--- src/hw/rtl/lrpe_pkg.sv ---
// Shared constants, register indexes and the Q8.8 scaling function
// for the lane row peak extractor. No dependencies.

package lrpe_pkg;

   // Default size limits of the probability map
   localparam int MAX_WIDTH_DEF  = 1024;
   localparam int MAX_HEIGHT_DEF = 1024;

   // Field widths
   localparam int PROB_W  = 16;
   localparam int SIZE_W  = 11;
   localparam int SCALE_W = 16;
   localparam int OUT_W   = 18;
   localparam int ROWS_W  = 10;
   localparam int CSR_AW  = 3;
   localparam int CSR_DW  = 16;
   localparam int RSP_DW  = 64;

   localparam logic [OUT_W-1:0]  OUT_MAX      = 18'h3FFFF;
   localparam logic [ROWS_W-1:0] ROWS_MAX     = 10'd1023;
   localparam logic [ROWS_W-1:0] MIN_HIT_ROWS = 10'd5;

   // Register indexes on the csr port
   localparam logic [CSR_AW-1:0] REG_THRESHOLD  = 3'd0;
   localparam logic [CSR_AW-1:0] REG_MAP_WIDTH  = 3'd1;
   localparam logic [CSR_AW-1:0] REG_MAP_HEIGHT = 3'd2;
   localparam logic [CSR_AW-1:0] REG_X_SCALE    = 3'd3;
   localparam logic [CSR_AW-1:0] REG_Y_SCALE    = 3'd4;

   // Reset values of the registers
   localparam logic [PROB_W-1:0]  THRESHOLD_RST = 16'd32768;
   localparam logic [SIZE_W-1:0]  SIZE_RST      = 11'd256;
   localparam logic [SCALE_W-1:0] SCALE_RST     = 16'd256;

   // (pos * factor) >> 8, saturated to the output field width
   function automatic logic [OUT_W-1:0] scale_q88(input logic [15:0] pos,
                                                  input logic [SCALE_W-1:0] factor);
      logic [31:0] prod;
      logic [23:0] shifted;
      prod    = 32'(pos) * 32'(factor);
      shifted = prod[31:8];
      if (shifted > 24'(OUT_MAX)) begin
         return OUT_MAX;
      end
      return shifted[OUT_W-1:0];
   endfunction

endpackage

--- src/hw/rtl/lane_row_peak_extractor.sv ---
// Lane row peak extractor: accepts one pixel per cycle. A row result reaches rsp through the
// input register, the row record and the scaled result register once the last pixel of a
// lower-half row is accepted. The input stalls only when a pixel ending a lower-half row finds
// the record stage and the result register both held by rsp_tready low.
// Synchronous active-high reset clears counters, peaks and hit counts and loads the register
// defaults (threshold 32768, 256x256 map, unit scales). Depends on lrpe_pkg.

module lane_row_peak_extractor #(
   parameter int MAX_WIDTH  = lrpe_pkg::MAX_WIDTH_DEF,
   parameter int MAX_HEIGHT = lrpe_pkg::MAX_HEIGHT_DEF
) (
   input  logic                          clock,
   input  logic                          reset,
   // pixel stream
   input  logic                          req_tvalid,
   output logic                          req_tready,
   input  logic [lrpe_pkg::PROB_W-1:0]   req_tdata,   // [15:0] prob
   // row results
   output logic                          rsp_tvalid,
   input  logic                          rsp_tready,
   output logic [lrpe_pkg::RSP_DW-1:0]   rsp_tdata,   // [0] left_found, [18:1] left_x,
                                                      // [19] right_found, [37:20] right_x,
                                                      // [55:38] row_y, [56] left_valid,
                                                      // [57] right_valid, [63:58] zero
   output logic                          rsp_tlast,   // frame_end
   // configuration
   input  logic                          csr_we,
   input  logic [lrpe_pkg::CSR_AW-1:0]   csr_addr,
   input  logic [lrpe_pkg::CSR_DW-1:0]   csr_wdata
);

   localparam int CW    = $clog2(MAX_WIDTH);
   localparam int RW    = $clog2(MAX_HEIGHT);
   localparam int WVW   = $clog2(MAX_WIDTH + 1);
   localparam int HVW   = $clog2(MAX_HEIGHT + 1);
   localparam int WCMPW = (lrpe_pkg::SIZE_W > WVW) ? lrpe_pkg::SIZE_W : WVW;
   localparam int HCMPW = (lrpe_pkg::SIZE_W > HVW) ? lrpe_pkg::SIZE_W : HVW;
   localparam int OW    = lrpe_pkg::OUT_W;

   // ---------------- configuration registers ----------------
   logic [lrpe_pkg::PROB_W-1:0]  threshold_ff;
   logic [lrpe_pkg::SIZE_W-1:0]  map_width_ff, map_height_ff;
   logic [lrpe_pkg::SCALE_W-1:0] x_scale_ff, y_scale_ff;

   always_ff @(posedge clock) begin
      if (reset) begin
         threshold_ff  <= lrpe_pkg::THRESHOLD_RST;
         map_width_ff  <= lrpe_pkg::SIZE_RST;
         map_height_ff <= lrpe_pkg::SIZE_RST;
         x_scale_ff    <= lrpe_pkg::SCALE_RST;
         y_scale_ff    <= lrpe_pkg::SCALE_RST;
      end else if (csr_we) begin
         unique case (csr_addr)
            lrpe_pkg::REG_THRESHOLD:  threshold_ff  <= csr_wdata;
            lrpe_pkg::REG_MAP_WIDTH:  map_width_ff  <= csr_wdata[lrpe_pkg::SIZE_W-1:0];
            lrpe_pkg::REG_MAP_HEIGHT: map_height_ff <= csr_wdata[lrpe_pkg::SIZE_W-1:0];
            lrpe_pkg::REG_X_SCALE:    x_scale_ff    <= csr_wdata;
            lrpe_pkg::REG_Y_SCALE:    y_scale_ff    <= csr_wdata;
            default: ;
         endcase
      end
   end

   // Clamp sizes to [2, MAX] and derive the half and last indexes
   logic [WCMPW-1:0] w_raw, w_cl;
   logic [HCMPW-1:0] h_raw, h_cl;
   logic [CW-1:0]    w_half, w_last;
   logic [RW-1:0]    h_half, h_last;

   always_comb begin
      w_raw = WCMPW'(map_width_ff);
      h_raw = HCMPW'(map_height_ff);
      priority if (w_raw < WCMPW'(2))         w_cl = WCMPW'(2);
      else if (w_raw > WCMPW'(MAX_WIDTH))     w_cl = WCMPW'(MAX_WIDTH);
      else                                    w_cl = w_raw;
      priority if (h_raw < HCMPW'(2))         h_cl = HCMPW'(2);
      else if (h_raw > HCMPW'(MAX_HEIGHT))    h_cl = HCMPW'(MAX_HEIGHT);
      else                                    h_cl = h_raw;
      w_half = CW'(w_cl >> 1);
      w_last = CW'(w_cl - WCMPW'(1));
      h_half = RW'(h_cl >> 1);
      h_last = RW'(h_cl - HCMPW'(1));
   end

   // ---------------- pipeline control ----------------
   logic s1_valid_ff, s1_valid_in;
   logic s2_valid_ff, s2_valid_in;
   logic out_valid_ff, out_valid_in;
   logic out_free, s2_move, s2_free, s1_go, emit;

   assign out_free   = !out_valid_ff || rsp_tready;
   assign s2_move    = s2_valid_ff && out_free;
   assign s2_free    = !s2_valid_ff || out_free;
   // only a pixel that closes a lower-half row needs room downstream
   assign s1_go      = s1_valid_ff && (s2_free || !emit);
   assign req_tready = !s1_valid_ff || s1_go;

   always_comb begin
      s1_valid_in  = req_tvalid ? 1'b1 : (s1_go ? 1'b0 : s1_valid_ff);
      s2_valid_in  = (s1_go && emit) ? 1'b1 : (s2_move ? 1'b0 : s2_valid_ff);
      out_valid_in = s2_move ? 1'b1 : (rsp_tready ? 1'b0 : out_valid_ff);
      if (!req_tready) begin
         s1_valid_in = s1_valid_ff;
      end
   end

   always_ff @(posedge clock) begin
      if (reset) begin
         s1_valid_ff  <= 1'b0;
         s2_valid_ff  <= 1'b0;
         out_valid_ff <= 1'b0;
      end else begin
         s1_valid_ff  <= s1_valid_in;
         s2_valid_ff  <= s2_valid_in;
         out_valid_ff <= out_valid_in;
      end
   end

   // ---------------- stage 1: input register ----------------
   logic [lrpe_pkg::PROB_W-1:0] prob_ff;

   always_ff @(posedge clock) begin
      if (req_tvalid && req_tready) begin
         prob_ff <= req_tdata;
      end
   end

   // ---------------- peak tracking state ----------------
   logic [CW-1:0]                col_ff, col_in;
   logic [RW-1:0]                row_ff, row_in;
   logic [lrpe_pkg::PROB_W-1:0]  lmax_ff, lmax_in, rmax_ff, rmax_in;
   logic [CW-1:0]                lbest_ff, lbest_in, rbest_ff, rbest_in;
   logic                         lhit_ff, lhit_in, rhit_ff, rhit_in;
   logic [lrpe_pkg::ROWS_W-1:0]  lrows_ff, lrows_in, rrows_ff, rrows_in;

   logic lower, row_end, frame_end, above, in_left, l_take, r_take;
   logic l_hit_nx, r_hit_nx;
   logic [CW-1:0] l_best_nx, r_best_nx;
   logic [lrpe_pkg::PROB_W-1:0] l_max_nx, r_max_nx;
   logic [lrpe_pkg::ROWS_W-1:0] l_rows_nx, r_rows_nx;

   always_comb begin
      lower     = row_ff >= h_half;
      row_end   = col_ff >= w_last;
      frame_end = row_end && (row_ff >= h_last);
      emit      = row_end && lower;
      above     = lower && (prob_ff > threshold_ff);
      in_left   = col_ff < w_half;
      l_take    = above && in_left && (prob_ff > lmax_ff);
      r_take    = above && !in_left && (prob_ff > rmax_ff);

      l_max_nx  = l_take ? prob_ff : lmax_ff;
      l_best_nx = l_take ? col_ff  : lbest_ff;
      l_hit_nx  = lhit_ff || l_take;
      r_max_nx  = r_take ? prob_ff : rmax_ff;
      r_best_nx = r_take ? col_ff  : rbest_ff;
      r_hit_nx  = rhit_ff || r_take;

      l_rows_nx = lrows_ff;
      r_rows_nx = rrows_ff;
      if (emit && l_hit_nx && (lrows_ff < lrpe_pkg::ROWS_MAX)) begin
         l_rows_nx = lrows_ff + 1'b1;
      end
      if (emit && r_hit_nx && (rrows_ff < lrpe_pkg::ROWS_MAX)) begin
         r_rows_nx = rrows_ff + 1'b1;
      end

      col_in   = col_ff;
      row_in   = row_ff;
      lmax_in  = lmax_ff;
      lbest_in = lbest_ff;
      lhit_in  = lhit_ff;
      rmax_in  = rmax_ff;
      rbest_in = rbest_ff;
      rhit_in  = rhit_ff;
      lrows_in = lrows_ff;
      rrows_in = rrows_ff;
      if (s1_go) begin
         if (row_end) begin
            col_in   = '0;
            lmax_in  = '0;
            lbest_in = '0;
            lhit_in  = 1'b0;
            rmax_in  = '0;
            rbest_in = '0;
            rhit_in  = 1'b0;
            if (frame_end) begin
               row_in   = '0;
               lrows_in = '0;
               rrows_in = '0;
            end else begin
               row_in   = row_ff + 1'b1;
               lrows_in = l_rows_nx;
               rrows_in = r_rows_nx;
            end
         end else begin
            col_in   = col_ff + 1'b1;
            lmax_in  = l_max_nx;
            lbest_in = l_best_nx;
            lhit_in  = l_hit_nx;
            rmax_in  = r_max_nx;
            rbest_in = r_best_nx;
            rhit_in  = r_hit_nx;
         end
      end
   end

   always_ff @(posedge clock) begin
      if (reset) begin
         col_ff   <= '0;
         row_ff   <= '0;
         lmax_ff  <= '0;
         lbest_ff <= '0;
         lhit_ff  <= 1'b0;
         rmax_ff  <= '0;
         rbest_ff <= '0;
         rhit_ff  <= 1'b0;
         lrows_ff <= '0;
         rrows_ff <= '0;
      end else begin
         col_ff   <= col_in;
         row_ff   <= row_in;
         lmax_ff  <= lmax_in;
         lbest_ff <= lbest_in;
         lhit_ff  <= lhit_in;
         rmax_ff  <= rmax_in;
         rbest_ff <= rbest_in;
         rhit_ff  <= rhit_in;
         lrows_ff <= lrows_in;
         rrows_ff <= rrows_in;
      end
   end

   // ---------------- stage 2: row record ----------------
   logic          rec_lfound_ff, rec_rfound_ff, rec_last_ff, rec_lvalid_ff, rec_rvalid_ff;
   logic [CW-1:0] rec_lcol_ff, rec_rcol_ff;
   logic [RW-1:0] rec_row_ff;

   always_ff @(posedge clock) begin
      if (s1_go && emit) begin
         rec_lfound_ff <= l_hit_nx;
         rec_lcol_ff   <= l_best_nx;
         rec_rfound_ff <= r_hit_nx;
         rec_rcol_ff   <= r_best_nx;
         rec_row_ff    <= row_ff;
         rec_last_ff   <= frame_end;
         rec_lvalid_ff <= frame_end && (l_rows_nx > lrpe_pkg::MIN_HIT_ROWS);
         rec_rvalid_ff <= frame_end && (r_rows_nx > lrpe_pkg::MIN_HIT_ROWS);
      end
   end

   // ---------------- stage 3: scaling into the result register ----------------
   logic [OW-1:0] lx_in, rx_in, ry_in;
   logic [OW-1:0] lx_ff, rx_ff, ry_ff;
   logic          lfound_ff, rfound_ff, last_ff, lvalid_ff, rvalid_ff;

   always_comb begin
      lx_in = rec_lfound_ff ? lrpe_pkg::scale_q88(16'(rec_lcol_ff), x_scale_ff) : '0;
      rx_in = rec_rfound_ff ? lrpe_pkg::scale_q88(16'(rec_rcol_ff), x_scale_ff) : '0;
      ry_in = lrpe_pkg::scale_q88(16'(rec_row_ff), y_scale_ff);
   end

   always_ff @(posedge clock) begin
      if (s2_move) begin
         lx_ff     <= lx_in;
         rx_ff     <= rx_in;
         ry_ff     <= ry_in;
         lfound_ff <= rec_lfound_ff;
         rfound_ff <= rec_rfound_ff;
         last_ff   <= rec_last_ff;
         lvalid_ff <= rec_lvalid_ff;
         rvalid_ff <= rec_rvalid_ff;
      end
   end

   assign rsp_tvalid = out_valid_ff;
   assign rsp_tlast  = last_ff;
   assign rsp_tdata  = {6'd0, rvalid_ff, lvalid_ff, ry_ff, rx_ff, rfound_ff, lx_ff, lfound_ff};

   // ---------------- assertions ----------------
   // a pixel waits in the input register only if it must hand off a row record
   a_s1_stall_only_on_emit: assert property (@(posedge clock) disable iff (reset)
      (s1_valid_ff && !s1_go) |-> emit)
      else $error("input stage stalled on a pixel that emits nothing");

   // end of frame clears the row counter and the hit counts
   a_frame_end_clears: assert property (@(posedge clock) disable iff (reset)
      (s1_go && frame_end) |=> (row_ff == '0 && lrows_ff == '0 && rrows_ff == '0))
      else $error("frame end did not clear row and hit counters");

   // side-valid flags only on the frame's last row
   a_valid_on_last: assert property (@(posedge clock) disable iff (reset)
      (rsp_tvalid && (rsp_tdata[56] || rsp_tdata[57])) |-> rsp_tlast)
      else $error("side valid flag outside frame end");

   // no peak means a zero column
   a_no_peak_zero_x: assert property (@(posedge clock) disable iff (reset)
      (rsp_tvalid && !rsp_tdata[0]) |-> (rsp_tdata[18:1] == '0))
      else $error("left_x nonzero without a left peak");

endmodule

--- config.mk ---
export PLATFORM = sky130hd
export DESIGN_NAME = lane_row_peak_extractor
export DESIGN_NICKNAME = d
export VERILOG_FILES = /design/src/hw/rtl/lrpe_pkg.sv /design/src/hw/rtl/lane_row_peak_extractor.sv
export SDC_FILE = /design/constraint.sdc
export NUM_CORES = 2
export LEC_CHECK = 0
export BUFFER_PORTS_ARGS = -buffer_cell sky130_fd_sc_hd__buf_2
export CORE_MARGIN = 5
export CORE_UTILIZATION = 58
export DETAILED_ROUTE_END_ITERATION = 6
export PLACE_DENSITY = 0.84
export SLEW_MARGIN = 20
export SYNTH_ARGS = -nofsm -noshare
export SYNTH_HDL_FRONTEND = slang
export SYNTH_SLANG_ARGS = --single-unit
--- constraint.sdc ---
create_clock -name clock -period 5.57 [get_ports clock]
set_input_delay 0.2785 -clock clock [delete_from_list [all_inputs] [get_ports clock]]
set_output_delay 0.2785 -clock clock [all_outputs]
set_load 0.005 [all_outputs]
==> impl_metrics.env <==
export IMPL_status="finished clean"
export IMPL_fin_setup_tns_ns=0
export IMPL_synth_seq_cells=277
export IMPL_grt_pass1_wl_um=108000
export IMPL_dp_slack_ns=-0.217
export IMPL_yosysTopAreaCellShare_pct=24.3
export IMPL_synthTopCellsByArea="fa_1 (24%), ha_1 (13%), dfxtp_1 (12%)"
export IMPL_drc=0
export IMPL_min_from="req_tvalid"
export IMPL_coreArea_um2=46300
export IMPL_tightest_slew_ns=0.912
export IMPL_die_w_um=226
export IMPL_crit_required_ns=5.85
export IMPL_fin_skew_ns=0.0304
export IMPL_clock_sinks=277
export IMPL_yosys_most_used_dff="dfxtp_1"
export IMPL_cts_tree="done"
export IMPL_antenna_found_initial=3
export IMPL_clk_pin_slew_worst_paths_ns=0.06
export IMPL_finalWeightedCongestion=0.925
export IMPL_clk_latency_ns=0.55
export IMPL_cp_common_cell="fa_1"
export IMPL_drive_gt1_share_pct=13.4
export IMPL_max_stage_delay_ns=0.56
export IMPL_clk_path_buf_depth=3
export IMPL_drv_cap=0
export IMPL_crit_chain="buf_4 -> nand2_1 -> fa_1 -> inv_1 -> fa_1 -> fa_1 -> fa_1 -> fa_1 -> ha_1 -> a21o_1 -> a2111oi_4 -> nand3_2 -> a31oi_4 -> o2111ai_4 -> o31ai_2 -> xnor2_1 -> and2_1"
export IMPL_synth_edff_count=110
export IMPL_grt_max_degree=69
export IMPL_yosysTopAreaCell="fa_1"
export IMPL_initial_core_util_pct=58.3
export IMPL_endpoint_kind="register"
export IMPL_vdd_drop_max_mv=0.210
export IMPL_grt_pass1_vias=22400
export IMPL_synth_most_common_cell="nand2_1"
export IMPL_slew_headroom_pct=39.2
export IMPL_drt_vias_per_instance=5.72
export IMPL_period_share_pct=99.7
export IMPL_synth_cells=2913
export IMPL_hold_viol_final=0
export IMPL_io_pins=107
export IMPL_nNetsFinal=3722
export IMPL_dr_pass1_iters=7
export IMPL_yosys_top_cells_count="nand2_1 (473), inv_1 (386), fa_1 (327)"
export IMPL_wl_per_cell_um=17.5
export IMPL_cts_buffers=34
export IMPL_ys_async_sr_fraction_pct=0
export IMPL_htree_levels=2
export IMPL_die_h_um=226
export IMPL_hold_path_class="in -> reg"
export IMPL_netlist_area_um2=27000
export IMPL_rr_startpoint="rec_rcol_ff[7]$_DFFE_PP_"
export IMPL_gr_total_overflow=0
export IMPL_finalWirelength_um=65200
export IMPL_finalMaxSlewViolations=0
export IMPL_setup_violations_final=0
export IMPL_min_period_ns=5.55
export IMPL_synth_cell_types=74
export IMPL_placement_io_buffers=100
export IMPL_path_buf_inv=2
export IMPL_dp_hpwl_um=50200
export IMPL_worst_setup_path_type="reg -> reg"
export IMPL_worst_slack_ns=0.0176
export IMPL_ant_nets=0
export IMPL_num_rows=79
export IMPL_crit_family="adder cells"
export IMPL_grt_use_total_pct=25.8
export IMPL_clockRootBuffer="clkbuf_16"
export IMPL_power_leakage_uw=0.0141
export IMPL_ys_warn_count=0
export IMPL_drt_iter0_drc=1440
export IMPL_crit_path_top_delay_cell="fa_1"
export IMPL_synth_seq_area_share_pct=24.7
export IMPL_fin_area_um2=30600
export IMPL_crit_path_start="rec_rcol_ff[7]$_DFFE_PP_"
export IMPL_die_area_um2=50900
export IMPL_syn_to_final_growth_pct=13.6
export IMPL_rsz0062_at_grt="true"
export IMPL_crit_arrival_ns=5.83
export IMPL_vias=21300
export IMPL_avgSynthCellArea_um2=9.25
export IMPL_holdWs_ns=0.0311
export IMPL_critPathLaunchType="register"
export IMPL_path_max_fanout=14
export IMPL_place_area_um2=28700
export IMPL_fmax_mhz=180
export IMPL_p_per_area_nw_per_um2=158
-- final timing paths --
path | end | slack [ns] | depth (start not counted)
worst min register to register | rvalid_ff$_DFFE_PP_ | 0.42 | 0
worst max register to register | rx_ff[17]$_SDFFCE_PN0P_ | 0.02 | 17
worst max-delay path | rx_ff[17]$_SDFFCE_PN0P_ | 0.02 | 17
worst min-delay path | s1_valid_ff$_SDFFE_PP0P_ | 0.03 | 3
-- worst min-delay path, delay by kind of cell --
family,cells,cell delay [ns]
buf+inv,2,0.14
compound gates,1,0.11
-- stage by stage --
stage | power (µW) | util (%) | std cells
final | 4830 | 66.2 | 3719
after global routing | 5010 | 66.2 | 3719
after CTS | 4850 | 65.2 | 3704
after detailed placement | 2620 | 62.1 | 3617
after global placement | 2590 | 62.1 | 3617
after floorplan | 2470 | - | 2918
-- area by class of cell --
cell class / count / area [µm²]
Fill cell: 3435 / 15600
Inverter: 386 / 1450
Clock inverter: 19 / 183
Sequential cell: 277 / 6660
Multi-Input combinational cell: 2113 / 18800
Antenna cell: 2 / 5.00
Clock buffer: 42 / 923
Timing Repair Buffer: 273 / 1890
Tap cell: 607 / 759
-- power breakdown --
group	total (µW)	switching, µW	internal [µW]
registers	2160	38.3	2120
clock network	2220	927	1290
logic	452	264	188
total	4830	1230	3600
-- cells in the final DEF, fill, tap and decap left out, types with 8 or more instances in the layout --
cell / instances
and3_1: 20
a21oi_1: 123
or3_1: 15
dfxtp_1: 155
clkbuf_16: 36
buf_2: 99
inv_1: 386
a22oi_1: 54
and4_1: 9
o21ai_1: 8
nor3_1: 19
and2_1: 245
nand2_1: 472
buf_4: 150
fa_1: 324
dlygate4sd3_1: 16
o21ai_0: 41
nand2b_1: 8
edfxtp_1: 110
nand4_1: 20
a21o_1: 31
ha_1: 256
o21a_1: 13
mux2_2: 20
xor2_1: 40
nor2_1: 124
ha_4: 10
dfxtp_2: 12
xnor2_1: 42
nand3_1: 45
nor2b_1: 14
-- sequential cells by signal (all words and copies together) (netlist names), 10 cells and up --
register      flops
col_ff           10
h_raw            11
lbest_ff         10
lmax_ff          16
lrows_ff         10
lx_ff            18
map_width_ff     11
prob_ff          16
rbest_ff         10
rec_lcol_ff      10
rec_rcol_ff      10
rec_row_ff       10
rmax_ff          16
row_ff           10
rrows_ff         10
rx_ff            18
ry_ff            18
threshold_ff     16
x_scale_ff       16
y_scale_ff       16
-- cell families after synthesis --
kind of cell,synth area share [%]
AND/OR/NAND/NOR,18.8
flip-flops,24.7
XOR/XNOR,2.66
AO/OA/AOI/OAI,8.56
multiplexers,1.04
buffers and inverters,7.50
adder cells (fa/ha/maj),36.8
other,0.0139
-- what timing repair did --
action / 4_1_cts / 5_1_grt
gates resized for setup: 22 / 70
hold endpoints to repair: 16 / 0
cloned: 0 / 0
endpoints found under the setup margin: 18 / 34
buffers inserted: 10 / 13
pin swaps: 10 / 37
hold buffers: 16 / 0
-- metal layers --
| metal | up-vias | global-route usage (%) | share of wire, % |
|---|---|---|---|
| met5 | - | 0 | 0 |
| met4 | 0 | 10.4 | 4.0 |
| met3 | 190 | 4.29 | 7.0 |
| met2 | 821 | 44.0 | 50 |
| met1 | 10500 | 32.9 | 39 |
| li1 | 9785 | - | - |
(Power assumes the default switching activity.)
